--- src/cpg_pkg.sv ---
// shared types, sizes and codes of the contact patch grouper
`default_nettype none

package cpg_pkg;

    // patch buffer capacity and the counter width that can hold it
    localparam int MAX_PATCHES = 64;
    localparam int CNT_W       = $clog2(MAX_PATCHES + 1);

    // classified contact queue between front and back
    localparam int Q_DEPTH = 4;
    localparam int Q_AW    = $clog2(Q_DEPTH);
    localparam int Q_CW    = $clog2(Q_DEPTH + 1);

    // result queue at the output side of the back end
    localparam int OQ_DEPTH = 4;
    localparam int OQ_AW    = $clog2(OQ_DEPTH);
    localparam int OQ_CW    = $clog2(OQ_DEPTH + 1);

    // batch index and run length saturate at 127
    localparam int               IDX_W   = 7;
    localparam logic [IDX_W-1:0] IDX_MAX = '1;
    localparam int               RUN_W   = 7;
    localparam logic [RUN_W-1:0] RUN_MAX = '1;

    localparam logic signed [15:0] TOL_RESET = 16'sd16367;

    localparam logic STATUS_PATCH    = 1'b0;
    localparam logic STATUS_OVERFLOW = 1'b1;

    typedef struct packed {
        logic signed [31:0] point_x;
        logic signed [31:0] point_y;
        logic signed [31:0] point_z;
        logic signed [15:0] normal_x;
        logic signed [15:0] normal_y;
        logic signed [15:0] normal_z;
        logic [31:0]        static_friction;
        logic [31:0]        dynamic_friction;
        logic [31:0]        restitution;
        logic [7:0]         material_flags;
        logic               last_in_batch;
        logic               restart_buffer;
    } t_cpg_contact;

    typedef struct packed {
        logic [5:0]         patch_slot;
        logic [5:0]         start_index;
        logic [6:0]         contact_count;
        logic signed [31:0] bound_min_x;
        logic signed [31:0] bound_min_y;
        logic signed [31:0] bound_min_z;
        logic signed [31:0] bound_max_x;
        logic signed [31:0] bound_max_y;
        logic signed [31:0] bound_max_z;
        logic               status;
        logic               batch_done;
    } t_cpg_result;

    // contact after classification by the front end
    typedef struct packed {
        logic [2:0][31:0] point;
        logic [2:0][15:0] normal;
        logic [31:0]      sfric;
        logic [31:0]      dfric;
        logic [31:0]      restit;
        logic             last;
        logic             restart;
        logic             first;
        logic [5:0]       start_idx;
    } t_cpg_entry;

endpackage

`default_nettype wire

--- src/cpg_front.sv ---
// front end: accepts contact beats and tags each with its place in the batch
`default_nettype none

module cpg_front import cpg_pkg::*; (
    input  logic         i_clk,
    input  logic         i_rst_n,
    input  logic         i_in_valid,
    input  t_cpg_contact i_in_beat,
    output logic         o_in_stall,
    input  logic         i_q_full,
    output logic         o_push,
    output t_cpg_entry   o_entry
);

    logic [IDX_W-1:0] r_index;
    logic [IDX_W-1:0] n_index;

    assign o_in_stall = i_q_full;
    assign o_push     = i_in_valid && !i_q_full;

    always_comb begin
        n_index = r_index;
        if (o_push) begin
            if (i_in_beat.last_in_batch) begin
                n_index = '0;
            end else if (r_index != IDX_MAX) begin
                n_index = IDX_W'(r_index + 1'b1);
            end
        end
    end

    always_comb begin
        o_entry.point[0]  = i_in_beat.point_x;
        o_entry.point[1]  = i_in_beat.point_y;
        o_entry.point[2]  = i_in_beat.point_z;
        o_entry.normal[0] = i_in_beat.normal_x;
        o_entry.normal[1] = i_in_beat.normal_y;
        o_entry.normal[2] = i_in_beat.normal_z;
        o_entry.sfric     = i_in_beat.static_friction;
        o_entry.dfric     = i_in_beat.dynamic_friction;
        o_entry.restit    = i_in_beat.restitution;
        o_entry.last      = i_in_beat.last_in_batch;
        o_entry.restart   = i_in_beat.restart_buffer;
        o_entry.first     = (r_index == '0);
        o_entry.start_idx = r_index[5:0];
    end

    always_ff @(posedge i_clk) begin
        if (!i_rst_n) begin
            r_index <= '0;
        end else begin
            r_index <= n_index;
        end
    end

endmodule

`default_nettype wire

--- config.mk ---
export PLATFORM = sky130hd
export DESIGN_NAME = cpg_front
export DESIGN_NICKNAME = d
export VERILOG_FILES = /design/src/cpg_pkg.sv /design/src/cpg_front.sv
export SDC_FILE = /design/constraint.sdc
export NUM_CORES = 1
export LEC_CHECK = 0
export ABC_AREA = 1
export BUFFER_PORTS_ARGS = -buffer_cell sky130_fd_sc_hd__buf_2
export CAP_MARGIN = 30
export CELL_PAD_IN_SITES_DETAIL_PLACEMENT = 1
export CELL_PAD_IN_SITES_GLOBAL_PLACEMENT = 1
export CORE_AREA = 3 3 193 195
export CTS_CLUSTER_DIAMETER = 50
export DETAILED_ROUTE_END_ITERATION = 7
export DIE_AREA = 0 0 196 198
export PLACE_DENSITY_LB_ADDON = 0.12
export SYNTH_ARGS = -nofsm -noshare
export SYNTH_HDL_FRONTEND = slang
export SYNTH_SLANG_ARGS = --single-unit
--- constraint.sdc ---
create_clock -name i_clk -period 1.3 [get_ports i_clk]
set_input_delay 0.26 -clock i_clk [delete_from_list [all_inputs] [get_ports i_clk]]
set_output_delay 0.26 -clock i_clk [all_outputs]
set_load 0.005 [all_outputs]
### Word level (Yosys, flattened, before mapping)

Index checks and enable logic that the tools add are counted.
Widths: inputs -> output; s select.

| storage, ports and cells | value |
|---|---|
| register bits after elaboration | 7 |
| input port bits | 254 |
| logic and storage cells | 10 |

| cells by class | value |
|---|---|
| add/sub/neg operators | 1 |
| equal/unequal tests | 1 |
| mux-type cells | 2 |
| reduce and logical (&&, ||, !) cells | 5 |

Operators by type and width:

| operator | number |
|---|---|
| $mux 7 | 2 |
| $add 7x1->7 const B | 1 |
| $logic_not 7->1 | 1 |
| $ne 7x7->1 const B | 1 |
| $reduce_and 2->1 | 1 |
| $reduce_bool 2->1 | 1 |
| $logic_and 1x1->1 | 1 |
| $logic_not 1->1 | 1 |

### Logic depth before layout (Yosys ltp)

| depth | value |
|---|---|
| word-level depth | 3 |
| depth in mapped cells | 8 |
| depth with buffers taken out | 8 |

### Worst setup path before layout

No wires, ideal clock.

| timing path | value |
|---|---|
| path type | register to register |
| start | reg r_index[0] |
| end | reg r_index[0] |
| library setup time | 0.112 ns |
| data arrival time | 1.113 ns |
| required time | 1.188 ns |
| path slack | 0.075 ns |
| stages on the path, launching flop included | 9 |
| path buffers | 0 |
| clock period less this slack | 1.225 ns |
| cells stage by stage | dfxtp_1 ha_1 nand2_2 nor2_4 nand3_4 nand2_4 inv_2 nor2_1 nor2_1 |

| between the ends | value |
|---|---|
| word-level cells in the longest chain between the ends | 3 |
| elaborated cells on any way between the ends | 6 |

Ends and longest elaborated chain:

| element | line | source |
|---|---|---|
| start: declaration | cpg_front.sv:15 | `logic [IDX_W-1:0] r_index;` |
| start signal: assignment | cpg_front.sv:52 | `r_index <= n_index;` |
| $add 7x1->7 or $ne 7x7->1 (tied branches) | cpg_front.sv:27, cpg_front.sv:26 |  |
| $mux 7 or $reduce_bool 2->1 (tied branches) | n/a |  |
| $mux 7 or $reduce_and 2->1 (tied branches) | n/a |  |

Several ways; a longest one is shown, not always the timed one. The select of a mux whose other input is x is not followed.
A chain may end at the register's enable or synchronous reset.

==> impl_metrics.yaml <==
critical_path:
  r2r_slack_ns: -0.08
  crit_family: "flip-flops"
  arrival_ns: 1.20
  crit_chain: "inv_2 > ha_4 > nand4_1 > nor3_2 > buf_2"
  critPathRequiredTime_ns: 1.04
  reg2reg_from: "r_index[0]$_SDFFE_PN0P_"
  cp-startpoint: "r_index[1]$_SDFFE_PN0P_"
  cp.depth: 5
  slowest_stage: "dfxtp_4"
  crit_fanout: 2
  critPathMaxStageDelay_ns: 0.34
  cp.buffers_inverters: 2
  cp-start-kind: "flop"
  criticalPathCategory: "flop to output pin"
  end_kind: "output pin"
  reg2regPathDepth: 9
  crit_end: "o_entry[6]"
  reg2reg_to: "r_index[1]$_SDFFE_PN0P_"
layout:
  top_register: "r_index"
  seq_area_um2: 146
  multi_input_comb_area_um2: 345
  num-fill-cells: 4281
  largest_register_ffs: 7
  syn_to_final_growth_pct: -41.3
  final_area_um2: 1390
  drive_above_1_share: 0.544
  utilization: 0.0389
  reg_top3: "r_index (7)"
  nets: 360
  diodes: 0
routing:
  drtIter0Drc: 14
  vias: 860
  avgViaCountPerCell: 1.52
  firstDrtPassIters: 4
  drcViolationCount: 0
  wire_per_inst_um: 11.7
  ant_nets: 0
  wl_mm: 6.62
status:
  violations: "negative setup slack"
  status: "complete, but fails checks"
yosys:
  avgSynthCellArea_um2: 7.35
  yosysSeqAreaShare: 0.0594
  syn_inst: 321
  postSynthNetCount: 577
  yosysMostFrequentCell: "buf_4"
  ys_warn_count: 0
  async_flop_share: 0
  yosys.area.top_type: "buf_4"
  synth-edff-count: 0
  synth_cell_type_count: 21
  synth_seq_cells: 7
  synth_area_um2: 2360
  ys_top_cells_by_count: "buf_4 (250), nand2_1 (14), inv_1 (12)"
  yosysTopAreaCellShare: 0.796
  ys_top_cells_by_area: "buf_4 (80%), dfxtp_1 (5.9%), nand2_1 (2.2%)"
  ys.flop_type: "dfxtp_1"
sta:
  max_slew_margin: 0.838
  finalHoldViolCount: 0
  setup_ws_ns: -0.159
  fmax_mhz: 685
  clock_skew_ns: 0.00636
  rsz0062_at_grt: "yes"
  worst_pin_slew_ns: 0.240
  fin_crit_sh: 1.12
  setup_viol: 7
  drv_slew: 0
  min_period_ns: 1.46
  fin_setup_tns_ns: -0.428
global_route:
  grt_max_degree: 13
  grt_pass1_vias: 923
  grt.overflow.total: 0
  antenna_found_initial: 0
  grt_pass1_wl_mm: 8.42
  grt_usage: 0.0315
cts:
  clock_latency_ns: 0.24
  htreeDepth: 1
  cts_root_buffer: "clkbuf_16"
  path_clk_slew_ns: 0.04
  clock_path_buffers: 2
  cts_tree: "built"
  cts.sinks: 7
  numCtsBuffers: 3
placement:
  io_buffers: 14
  gp_congestion: 0.584
  placed_cell_area_um2: 1220
  hpwl_mm: 5.87
floorplanning:
  die-area_um2: 38800
  die_h_um: 198
  die_w_um: 196
  core-area_um2: 35600
  std_cell_rows: 69
  io_pins: 505
  initial_utilization: 0.0663
pwr:
  ir_drop_uv: 386
  powerDensity_nw_per_um2: 661
  power.leakage_nw: 0.398
job:
  drv_cap: 0
min_path:
  hold_class: "primary input to flop"
logic make-up after synthesis:
kind of cell             after synthesis  share of synthesized area
flip-flops                             7                     0.0594
AND/OR/NAND/NOR                       42                     0.0934
buffers and inverters                263                      0.816
adder cells (fa/ha/maj)                2                     0.0106
AO/OA/AOI/OAI                          7                     0.0202
metrics by stage:
step	hold WS [ns]	std cells	power, mW	setup WS [ns]
CTS	0.353	563	0.940	-0.157
finish	0.345	564	0.915	-0.159
detailed placement	0.520	557	0.346	-0.0945
global placement	0.517	557	0.349	-0.100
global route	0.374	564	0.979	-0.245
floorplan	0.383	321	0.892	0.0753
placed cells by master, fill, tap and decap left out, drive strengths merged:
master / instances
nand3: 11
nand4: 1
o21ai: 3
inv: 13
nor3: 1
nand2: 17
o21bai: 1
clkinv: 1
a21oi: 2
clkbuf: 3
buf: 28
ha: 2
dfxtp: 7
nor2: 12
a21boi: 1
area by class of cell:
type                            instances  area share
Tap cell                              461       0.416
Timing Repair Buffer                   28       0.136
Clock inverter                          1     0.00361
Multi-Input combinational cell         51       0.249
Clock buffer                            3      0.0542
Sequential cell                         7       0.106
Inverter                               13      0.0352
worst min-delay path by stage:
| stage | from | end | slack, ns | depth (start not counted) |
|---|---|---|---|---|
| 6_report | i_rst_n | r_index[3]$_SDFFE_PN0P_ | 0.34 | 3 |
| 5_1_grt | i_rst_n | r_index[0]$_SDFFE_PN0P_ | 0.37 | 3 |
| 4_1_cts | i_rst_n | r_index[3]$_SDFFE_PN0P_ | 0.35 | 3 |
| 3_5_place_dp | i_in_beat[103] | o_entry[102] | 0.52 | 0 |
| 3_3_place_gp | r_index[6]$_SDFFE_PN0P_ | r_index[6]$_SDFFE_PN0P_ | 0.52 | 2 |
| 2_1_floorplan | i_rst_n | r_index[6]$_SDFFE_PN0P_ | 0.38 | 2 |
power breakdown:
group          total [mW]  switching (mW)  internal [mW]
Clock               0.560           0.152          0.407
Combinational       0.127          0.0670         0.0596
Sequential          0.229         0.00746          0.222
repair_timing:
action / in CTS / in global routing
pin swaps: 1 / 7
setup endpoints to repair: 7 / 9
buffers inserted: 2 / 1
gates resized for setup: 8 / 10
hold buffers: 0 / 0
metal layers:
| layer | up-vias | routed length (um) | global-route usage |
|---|---|---|---|
| met2 | 136 | 3430 | 0.0569 |
| met5 | - | 0 | 0 |
| met1 | 374 | 1250 | 0.0170 |
| li1 | 286 | - | - |
| met3 | 64 | 1470 | 0.0325 |
| met4 | 0 | 464 | 0.0222 |
worst reg2reg max path: stages (launching register included):
cell	delay [ns]
dfxtp_2	0.34
buf_4	0.13
ha_4	0.13
nand2_2	0.07
nor2_4	0.14
nand3_4	0.16
nand2_4	0.12
inv_2	0.06
nor2_2	0.07
nor2_1	0.04
Note: power is estimated with default switching activity, not from simulation.
