[src/cpg_pkg.sv]
// shared types, sizes and codes of the contact patch grouper
`default_nettype none

package cpg_pkg;

    // patch buffer capacity and the counter width that can hold it
    localparam int MAX_PATCHES = 64;
    localparam int CNT_W       = $clog2(MAX_PATCHES + 1);

    // classified contact queue between front and back
    localparam int Q_DEPTH = 4;
    localparam int Q_AW    = $clog2(Q_DEPTH);
    localparam int Q_CW    = $clog2(Q_DEPTH + 1);

    // result queue at the output side of the back end
    localparam int OQ_DEPTH = 4;
    localparam int OQ_AW    = $clog2(OQ_DEPTH);
    localparam int OQ_CW    = $clog2(OQ_DEPTH + 1);

    // batch index and run length saturate at 127
    localparam int               IDX_W   = 7;
    localparam logic [IDX_W-1:0] IDX_MAX = '1;
    localparam int               RUN_W   = 7;
    localparam logic [RUN_W-1:0] RUN_MAX = '1;

    localparam logic signed [15:0] TOL_RESET = 16'sd16367;

    localparam logic STATUS_PATCH    = 1'b0;
    localparam logic STATUS_OVERFLOW = 1'b1;

    typedef struct packed {
        logic signed [31:0] point_x;
        logic signed [31:0] point_y;
        logic signed [31:0] point_z;
        logic signed [15:0] normal_x;
        logic signed [15:0] normal_y;
        logic signed [15:0] normal_z;
        logic [31:0]        static_friction;
        logic [31:0]        dynamic_friction;
        logic [31:0]        restitution;
        logic [7:0]         material_flags;
        logic               last_in_batch;
        logic               restart_buffer;
    } t_cpg_contact;

    typedef struct packed {
        logic [5:0]         patch_slot;
        logic [5:0]         start_index;
        logic [6:0]         contact_count;
        logic signed [31:0] bound_min_x;
        logic signed [31:0] bound_min_y;
        logic signed [31:0] bound_min_z;
        logic signed [31:0] bound_max_x;
        logic signed [31:0] bound_max_y;
        logic signed [31:0] bound_max_z;
        logic               status;
        logic               batch_done;
    } t_cpg_result;

    // contact after classification by the front end
    typedef struct packed {
        logic [2:0][31:0] point;
        logic [2:0][15:0] normal;
        logic [31:0]      sfric;
        logic [31:0]      dfric;
        logic [31:0]      restit;
        logic             last;
        logic             restart;
        logic             first;
        logic [5:0]       start_idx;
    } t_cpg_entry;

endpackage

`default_nettype wire

[src/cpg_queue.sv]
// small fifo of classified contacts between front and back
`default_nettype none

module cpg_queue import cpg_pkg::*; (
    input  logic       i_clk,
    input  logic       i_rst_n,
    input  logic       i_push,
    input  t_cpg_entry i_data,
    output logic       o_full,
    input  logic       i_pop,
    output logic       o_valid,
    output t_cpg_entry o_data
);

    t_cpg_entry       r_mem [Q_DEPTH];
    logic [Q_AW-1:0]  r_head;
    logic [Q_AW-1:0]  r_tail;
    logic [Q_CW-1:0]  r_count;
    logic [Q_CW-1:0]  n_count;

    assign o_full  = (r_count == Q_CW'(Q_DEPTH));
    assign o_valid = (r_count != '0);
    assign o_data  = r_mem[r_head];

    always_comb begin
        n_count = r_count;
        if (i_push && !i_pop) begin
            n_count = Q_CW'(r_count + 1'b1);
        end else if (!i_push && i_pop) begin
            n_count = Q_CW'(r_count - 1'b1);
        end
    end

    always_ff @(posedge i_clk) begin
        if (i_push) begin
            r_mem[r_tail] <= i_data;
        end
    end

    always_ff @(posedge i_clk) begin
        if (!i_rst_n) begin
            r_head  <= '0;
            r_tail  <= '0;
            r_count <= '0;
        end else begin
            r_count <= n_count;
            if (i_push) begin
                r_tail <= Q_AW'(r_tail + 1'b1);
            end
            if (i_pop) begin
                r_head <= Q_AW'(r_head + 1'b1);
            end
        end
    end

endmodule

`default_nettype wire

[config.mk]
export PLATFORM = sky130hd
export DESIGN_NAME = cpg_queue
export DESIGN_NICKNAME = d
export VERILOG_FILES = /design/src/cpg_pkg.sv /design/src/cpg_queue.sv
export SDC_FILE = /design/constraint.sdc
export NUM_CORES = 1
export LEC_CHECK = 0
export ABC_AREA = 1
export BUFFER_PORTS_ARGS = -buffer_cell sky130_fd_sc_hd__clkbuf_2
export CAP_MARGIN = 15
export CORE_MARGIN = 1
export CORE_UTILIZATION = 57
export CTS_CLUSTER_SIZE = 16
export DETAILED_ROUTE_END_ITERATION = 10
export PLACE_DENSITY_LB_ADDON = 0.05
export SETUP_SLACK_MARGIN = 0.15
export SYNTH_ARGS = -nofsm -noshare
export SYNTH_HDL_FRONTEND = slang
export SYNTH_SLANG_ARGS = --single-unit
[constraint.sdc]
create_clock -name i_clk -period 7.45 [get_ports i_clk]
set_input_delay 0.3725 -clock i_clk [delete_from_list [all_inputs] [get_ports i_clk]]
set_output_delay 0.3725 -clock i_clk [all_outputs]
set_load 0.005 [all_outputs]
Word-level counts from Yosys, hierarchy flattened
Memory sizes are Yosys's and may differ from the RTL's. A register that Yosys moved wholly into a read port is not among the register bits.
Cells that the tools add are included.
W data, S select, Z words.
{"block": "word_totals", "ff_bits": 7, "latchBits": 0, "mem_bits_rw": 996, "romBits": 0, "input_bits": 253, "output_inout_bits": 251, "word_cells": 21, "n_memories": 1}
{"name": "r_mem", "depth": 4, "word_bits": 249, "read_ports": 1, "rd_ports_with_merged_regs": 1, "write_ports": 1, "line": "cpg_queue.sv:15", "rtl": "t_cpg_entry r_mem [Q_DEPTH];"}
{"block": "classes", "addsub": 4, "n_mul": 0, "n_div": 0, "magnitude_cmp": 0, "eq_ne": 1, "shifts": 0, "mux": 6, "bitwise_logic": 0, "n_reduce_logical": 6}
{"cell": "$mux W3", "n": 2}
{"cell": "$add A2 B1 Y2 const B", "n": 2}
{"cell": "$mux W2", "n": 2}
{"cell": "$add A3 B1 Y3 const B", "n": 1}
{"cell": "$eq A3 B3 Y1 const B", "n": 1}
{"cell": "$reduce_bool A3 Y1", "n": 1}
{"cell": "$sub A3 B1 Y3 const B", "n": 1}
{"cell": "$logic_and A1 B1 Y1", "n": 2}
{"cell": "$logic_not A1 Y1", "n": 2}
{"cell": "$mux W1", "n": 2}
{"cell": "$reduce_bool A2 Y1", "n": 1}

Depth between registers and ports, before layout
Gate-level depths: netlist (run 1).
{"block": "depth", "word_depth": 4, "depth_mapped": 10, "mapped_depth_nobuf": 10}

Worst setup path before layout (run 1)
Ideal clock, no wire load.
{"block": "synth_path", "kind": "reg-to-reg", "from": "register r_tail[0]", "to": "memory r_mem[2][0] (netlist name) (enable)", "setup_time_ps": 600, "arrival_ps": 5362, "required_ps": 6850, "setup_slack_ps": 1488, "stages_incl_launch_ff": 5, "path_buffers": 0, "synth_period_minus_slack_ps": 5962, "cell_sequence": "dfxtp_1 > inv_1 > ha_1 > nand2_1 > inv_1"}
{"item": "from (decl)", "line": "cpg_queue.sv:17", "rtl": "logic [Q_AW-1:0] r_tail;"}
{"item": "from (signal assigned)", "line": "cpg_queue.sv:48", "rtl": "r_tail <= Q_AW'(r_tail + 1'b1);"}
{"item": "to (decl)", "line": "cpg_queue.sv:15"}
No word-level cell before the write port.

==> flow_summary.yaml, run 1 <==
detailed_routing:
  wirelength_um: 88700
  via_per_inst: 5.73
  wl_per_cell_um: 21.6
  drc: 0
  first_pass_iters: 7
  vias: 23600
  ant_nets: 0
  drtIter0Drc: 1969
pwr:
  cellLeakagePower_uw: 0.0161
  power_frac_seq_pct: 52.3
  internal_power_uw: 9730
  power_frac_comb_pct: 9.1
  switchingPower_uw: 2780
  p_clk_share_pct: 38.6
  p_sw_share_pct: 22.2
  power_density_mw_per_mm2: 273
  ir_drop_v: 0.000243
synth:
  avgSynthCellArea_um2: 15.0
  yosysUniqueCellTypes: 19
  synth-seq-area-share_pct: 81.3
  ys_seq_elements: 1005
  syn_nets: 2726
  syn-cell-area_mm2: 0.0370
  yosysWarningCount: 0
  syn_inst: 2467
clocking:
  htree_levels: 3
  clock_latency_ps: 640
  cts_tree: "yes"
  clockRootBuffer: "clkbuf_16"
  cts_buffers: 97
  clk_pin_slew_ps: 60
  post_cts_buffers: 0
  clock_path_buffers: 3
  cts_resized: 0
  cts_sinks: 1005
place:
  place_area_mm2: 0.0401
  io_buffers: 503
  routabilityCongestion: 0.831
  dp_hpwl_um: 48400
timing:
  skew_ps: 14.0
  final-max-slew-violation-count: 0
  finalHoldViolCount: 0
  tightestPinTransition_ps: 1260
  setup-tns-final_ps: 0
  min_period_ps: 4180
  fmax_ghz: 0.239
  min_period_over_period_pct: 56.0
  setup_viol: 0
  holdWs_ps: 70.9
  max-slew-margin-rel_pct: 15.8
  rsz0062_at_grt: "no"
floorplanning:
  num_io_pins: 504
  die_area_mm2: 0.0659
  dieWidth_um: 257
  start_util_pct: 57.5
  rows: 93
  core-area_mm2: 0.0643
  die_h_um: 257
global_route:
  grt_pass1_vias: 22900
  globalRouteOverflowTotal: 0
  grt_usage_pct: 26.4
  grt_max_degree: 229
  antenna_found_initial: 17
  grt_pass1_wl_um: 133000
hold_path:
  holdPathStages: 3
  min_path_type: "input pin to flop"
  min_from: "i_pop"
  holdPathEnd: "r_head[0]"
cells_and_area:
  fin_util_pct: 71.1
  fillers: 4287
  stdcell_area_mm2: 0.0458
  fin_nets: 3431
  multiInputGateArea_mm2: 0.00613
  seqCellArea_mm2: 0.0301
  final_cell_mix: "edfxtp_1 (996), nor2_1 (504), o21ai_0 (503), clkbuf_2 (503), dlygate4sd3_1 (250)"
  drive_gt1_share_pct: 20.3
  final_common_cell: "edfxtp_1"
  syn_to_final_growth_pct: 23.8
critical_path:
  endpoint_kind: "primary output"
  reg2reg_to: "r_mem[2][7]"
  reg2reg_slack_ps: 4680
  cp-start-kind: "flop"
  rr_worst_depth: 5
  crit_type: "flop to primary output"
  critPathRequiredTime_ps: 7080
  crit_arrival_ps: 3800
  cp_max_fo: 125
  timing.rr.start: "r_tail[0]"
status:
  status: "finished clean"
flow_run:
  drv_cap: 0
[worst max-delay path by stage]
stage / start / endpoint / slack [ps] / depth (start not counted)
after floorplan: r_tail[0] / r_mem[2][0] / 1490 / 4
after global placement: flop / o_data[21] / 4020 / 5
final: flop / o_data[12] / 3270 / 5
after CTS: flop / o_data[231] / 3310 / 5
after global routing: flop / o_data[10] / 3060 / 5
after detailed placement: flop / o_data[231] / 3980 / 5
[metal layers]
metal / global-route usage [%] / part of all wire [%] / vias up
li1: - / - / 10800
met5: 0 / 0.14 / -
met3: 6.98 / 8.1 / 181
met4: 9.18 / 3.1 / 20
met1: 34.7 / 39 / 11700
met2: 42.7 / 49 / 858
[sequential cells by signal (all words and copies together), names as in the netlist, named ones only]
register and flops:
r_count 3, r_tail 2, r_mem 996, r_head 2
[metrics by stage]
stage	setup slack [ps]	instances	total power, µW
after global routing	3060	4108	12900
final	3270	4110	12500
after floorplan	1490	2467	7190
after CTS	3310	4103	12600
after detailed placement	3980	3678	7680
after global placement	4020	3678	7650
[final cells by class]
type	count	area share (%)
well taps	855	2.34
clock buffers	119	5.67
clock inverters	56	1.18
flip-flops and latches	1005	65.7
inverters	17	0.232
repair buffers	771	11.4
multi-input cells	1280	13.4
diodes	7	0.0383
[power groups by stage]
stage / Sequential (µW) / Combinational [µW] / Clock, µW
after floorplan: 6680 / 508 / 0
after global placement: 6650 / 1000 / 0
after detailed placement: 6660 / 1030 / 0
after CTS: 6540 / 1150 / 4890
after global routing: 6560 / 1240 / 5090
final: 6540 / 1140 / 4830
[cell usage after synthesis]
library cell | instances | area share (%)
buf_6 | 3 | 0.091
inv_2 | 2 | 0.020
dfxtp_1 | 9 | 0.49
clkbuf_1 | 111 | 1.1
inv_1 | 15 | 0.15
ha_1 | 5 | 0.17
o22ai_1 | 249 | 4.2
o21ai_1 | 1 | 0.014
nor2_1 | 504 | 5.1
nand3_1 | 1 | 0.014
edfxtp_1 | 996 | 81
nand4_1 | 1 | 0.017
nor3_1 | 1 | 0.014
fa_1 | 1 | 0.054
buf_2 | 48 | 0.65
nand2_1 | 10 | 0.10
buf_4 | 3 | 0.061
o21ai_0 | 503 | 6.8
a21oi_1 | 4 | 0.054
[cell families after synthesis]
logic type / synth area share (%)
flip-flops: 81.3
AO/OA/AOI/OAI: 11.1
buffers and inverters: 2.10
adder cells (fa/ha/maj): 0.223
AND/OR/NAND/NOR: 5.26
[timing repair]
item,CTS,global route
setup endpoints to repair,0,0
hold buffers,250,0
endpoints found under the hold margin,997,0
[critical path, cell delays in order (launching register included)]
cell	delay, ps
dfxtp_4	580
inv_6	780
buf_4	840
o21ai_0	260
o22ai_1	220
clkbuf_2	150
Note: power is estimated with default switching activity, not from simulation.
==> run 2, diff against run 1 <==
==> constraint.sdc (replaced) <==
create_clock -name i_clk -period 4.2 [get_ports i_clk]
set_input_delay 0.21 -clock i_clk [delete_from_list [all_inputs] [get_ports i_clk]]
set_output_delay 0.21 -clock i_clk [all_outputs]
set_load 0.005 [all_outputs]
==> flow_summary.yaml, run 2 (synthesized netlist as in run 1, its figures left out) <==
floorplanning:
  start_util_pct: 57.5
  die_area_mm2: 0.0659
  num_io_pins: 504
  dieWidth_um: 257
  die_h_um: 257
  core-area_mm2: 0.0643
  rows: 93
place:
  place_area_mm2: 0.0405
  io_buffers: 503
  routabilityCongestion: 0.798
  dpl_worst_slack_ps: 1650
  dp_hpwl_um: 51400
timing:
  skew_ps: 21.9
  finalHoldViolCount: 0
  min_period_ps: 3220
  max-slew-margin-rel_pct: 39.3
  fmax_ghz: 0.310
  setup_viol: 0
  min_period_over_period_pct: 76.7
  rsz0062_at_grt: "no"
  setup-tns-final_ps: 0
  setup_slack_ps: 979
  final-max-slew-violation-count: 0
  holdWs_ps: 331
  tightestPinTransition_ps: 909
detailed_routing:
  wirelength_um: 90000
  ant_nets: 0
  vias: 23600
  drtIter0Drc: 2012
  wl_per_cell_um: 21.8
  via_per_inst: 5.70
  drc: 0
  first_pass_iters: 5
cells_and_area:
  drive_gt1_share_pct: 21.1
  reg.largest.list: "r_mem x996, r_count x3"
  final_cell_mix: "edfxtp_1 (996), nor2_1 (504), o21ai_0 (503), clkbuf_2 (503), dlygate4sd3_1 (252)"
  fin_nets: 3456
  stdcell_area_mm2: 0.0460
  largest_reg_flops: 996
  syn_to_final_growth_pct: 24.3
  final_common_cell: "edfxtp_1"
  largest-register: "r_mem"
clocking:
  htree_levels: 3
  cts_tree: "yes"
  clock_path_buffers: 3
  clock_latency_ps: 640
  post_cts_buffers: 0
  clk_pin_slew_ps: 60
  cts_sinks: 1005
  clockRootBuffer: "clkbuf_16"
  cts_resized: 0
  cts_buffers: 97
  cts_hold_buf: 252
critical_path:
  slowest_delay_ps: 620
  rr_worst_depth: 5
  cp-start-kind: "flop"
  timing.rr.start: "r_tail[0]"
  crit_arrival_ps: 3010
  endpoint_kind: "primary output"
  reg2reg_slack_ps: 1900
  crit_type: "flop to primary output"
  path_cells: "inv_6 > buf_4 > o21ai_0 > o22ai_1 > clkbuf_2"
  reg2reg_to: "r_mem[0][55]"
  slowest_stage: "inv_6"
  critPathRequiredTime_ps: 3990
  cp_max_fo: 90
pwr:
  internal_power_uw: 16900
  ir_drop_v: 0.000379
  switchingPower_uw: 4930
  power_frac_seq_pct: 53.1
  p_total_uw: 21800
  cellLeakagePower_uw: 0.0162
  power_frac_comb_pct: 9.6
  p_sw_share_pct: 22.6
  p_clk_share_pct: 37.4
  power_density_mw_per_mm2: 475
hold_path:
  min_from: "i_data[211]"
  holdPathStages: 2
  holdPathEnd: "r_mem[3][211]"
  min_path_type: "input pin to flop"
global_route:
  globalRouteOverflowTotal: 0
  antenna_found_initial: 11
  grt_pass1_vias: 23000
  grt_usage_pct: 26.9
  grt_max_degree: 143
  grt_pass1_wl_um: 136000
flow_run:
  drv_cap: 0
status:
  status: "finished clean"
## run 2: changes by cell type in the layout (fill, tap and decap cells not counted), sizes merged
cell	previous run	this run
buf	18	41
bufinv	11	5
clkbuf	622	630
clkinv	40	39
clkinvlp	3	5
dlygate4sd3	250	252
inv	19	16
## run 2: final cells by class
class	instances	area, µm²
Multi-Input combinational cell	1280	6140
Timing Repair Buffer	796	5590
Inverter	17	91.3
Fill cell	4270	18400
Tap cell	855	1070
Clock buffer	127	2610
Antenna cell	7	17.5
Clock inverter	48	350
Sequential cell	1005	30100
## run 2: stage by stage
stage	utilization [%]	cells
finish	71.4	4135
global route	71.4	4134
CTS	71.4	4128
detailed placement	62.9	3701
global placement	62.9	3701
floorplan	-	2467
## run 2: how the worst max path moves through the flow
stage / depth (start not counted) / slack (ps) / end
final: 5 / 980 / o_data[44]
after global routing: 5 / 830 / o_data[176]
after CTS: 5 / 960 / o_data[176]
after detailed placement: 5 / 1650 / o_data[176]
after global placement: 5 / 1670 / o_data[183]
after floorplan: 4 / -520 / r_mem[0][0]
## run 2: power groups by stage
| stage | Clock [µW] | Combinational [µW] | Sequential, µW |
|---|---|---|---|
| after global placement | 0 | 1840 | 11800 |
| final | 8160 | 2090 | 11600 |
| after floorplan | 0 | 904 | 11800 |
| after detailed placement | 0 | 1890 | 11800 |
| after CTS | 8290 | 2110 | 11600 |
| after global routing | 8670 | 2270 | 11600 |
## run 2: per-layer routing
layer  GRT usage, %  up-vias  share of wire, %
met4           8.58       10               2.7
li1               -    10900                 -
met1           36.7    11700                40
met2           43.9      809                50
met3           5.51      150               7.3
met5              0        -             0.058
## run 2: critical path: cells and delay by family, from the launching register on
kind	cells	cell delay [ps]
DFF	1	520
buffers and inverters	3	1280
AOI/OAI and AO/OA	2	460
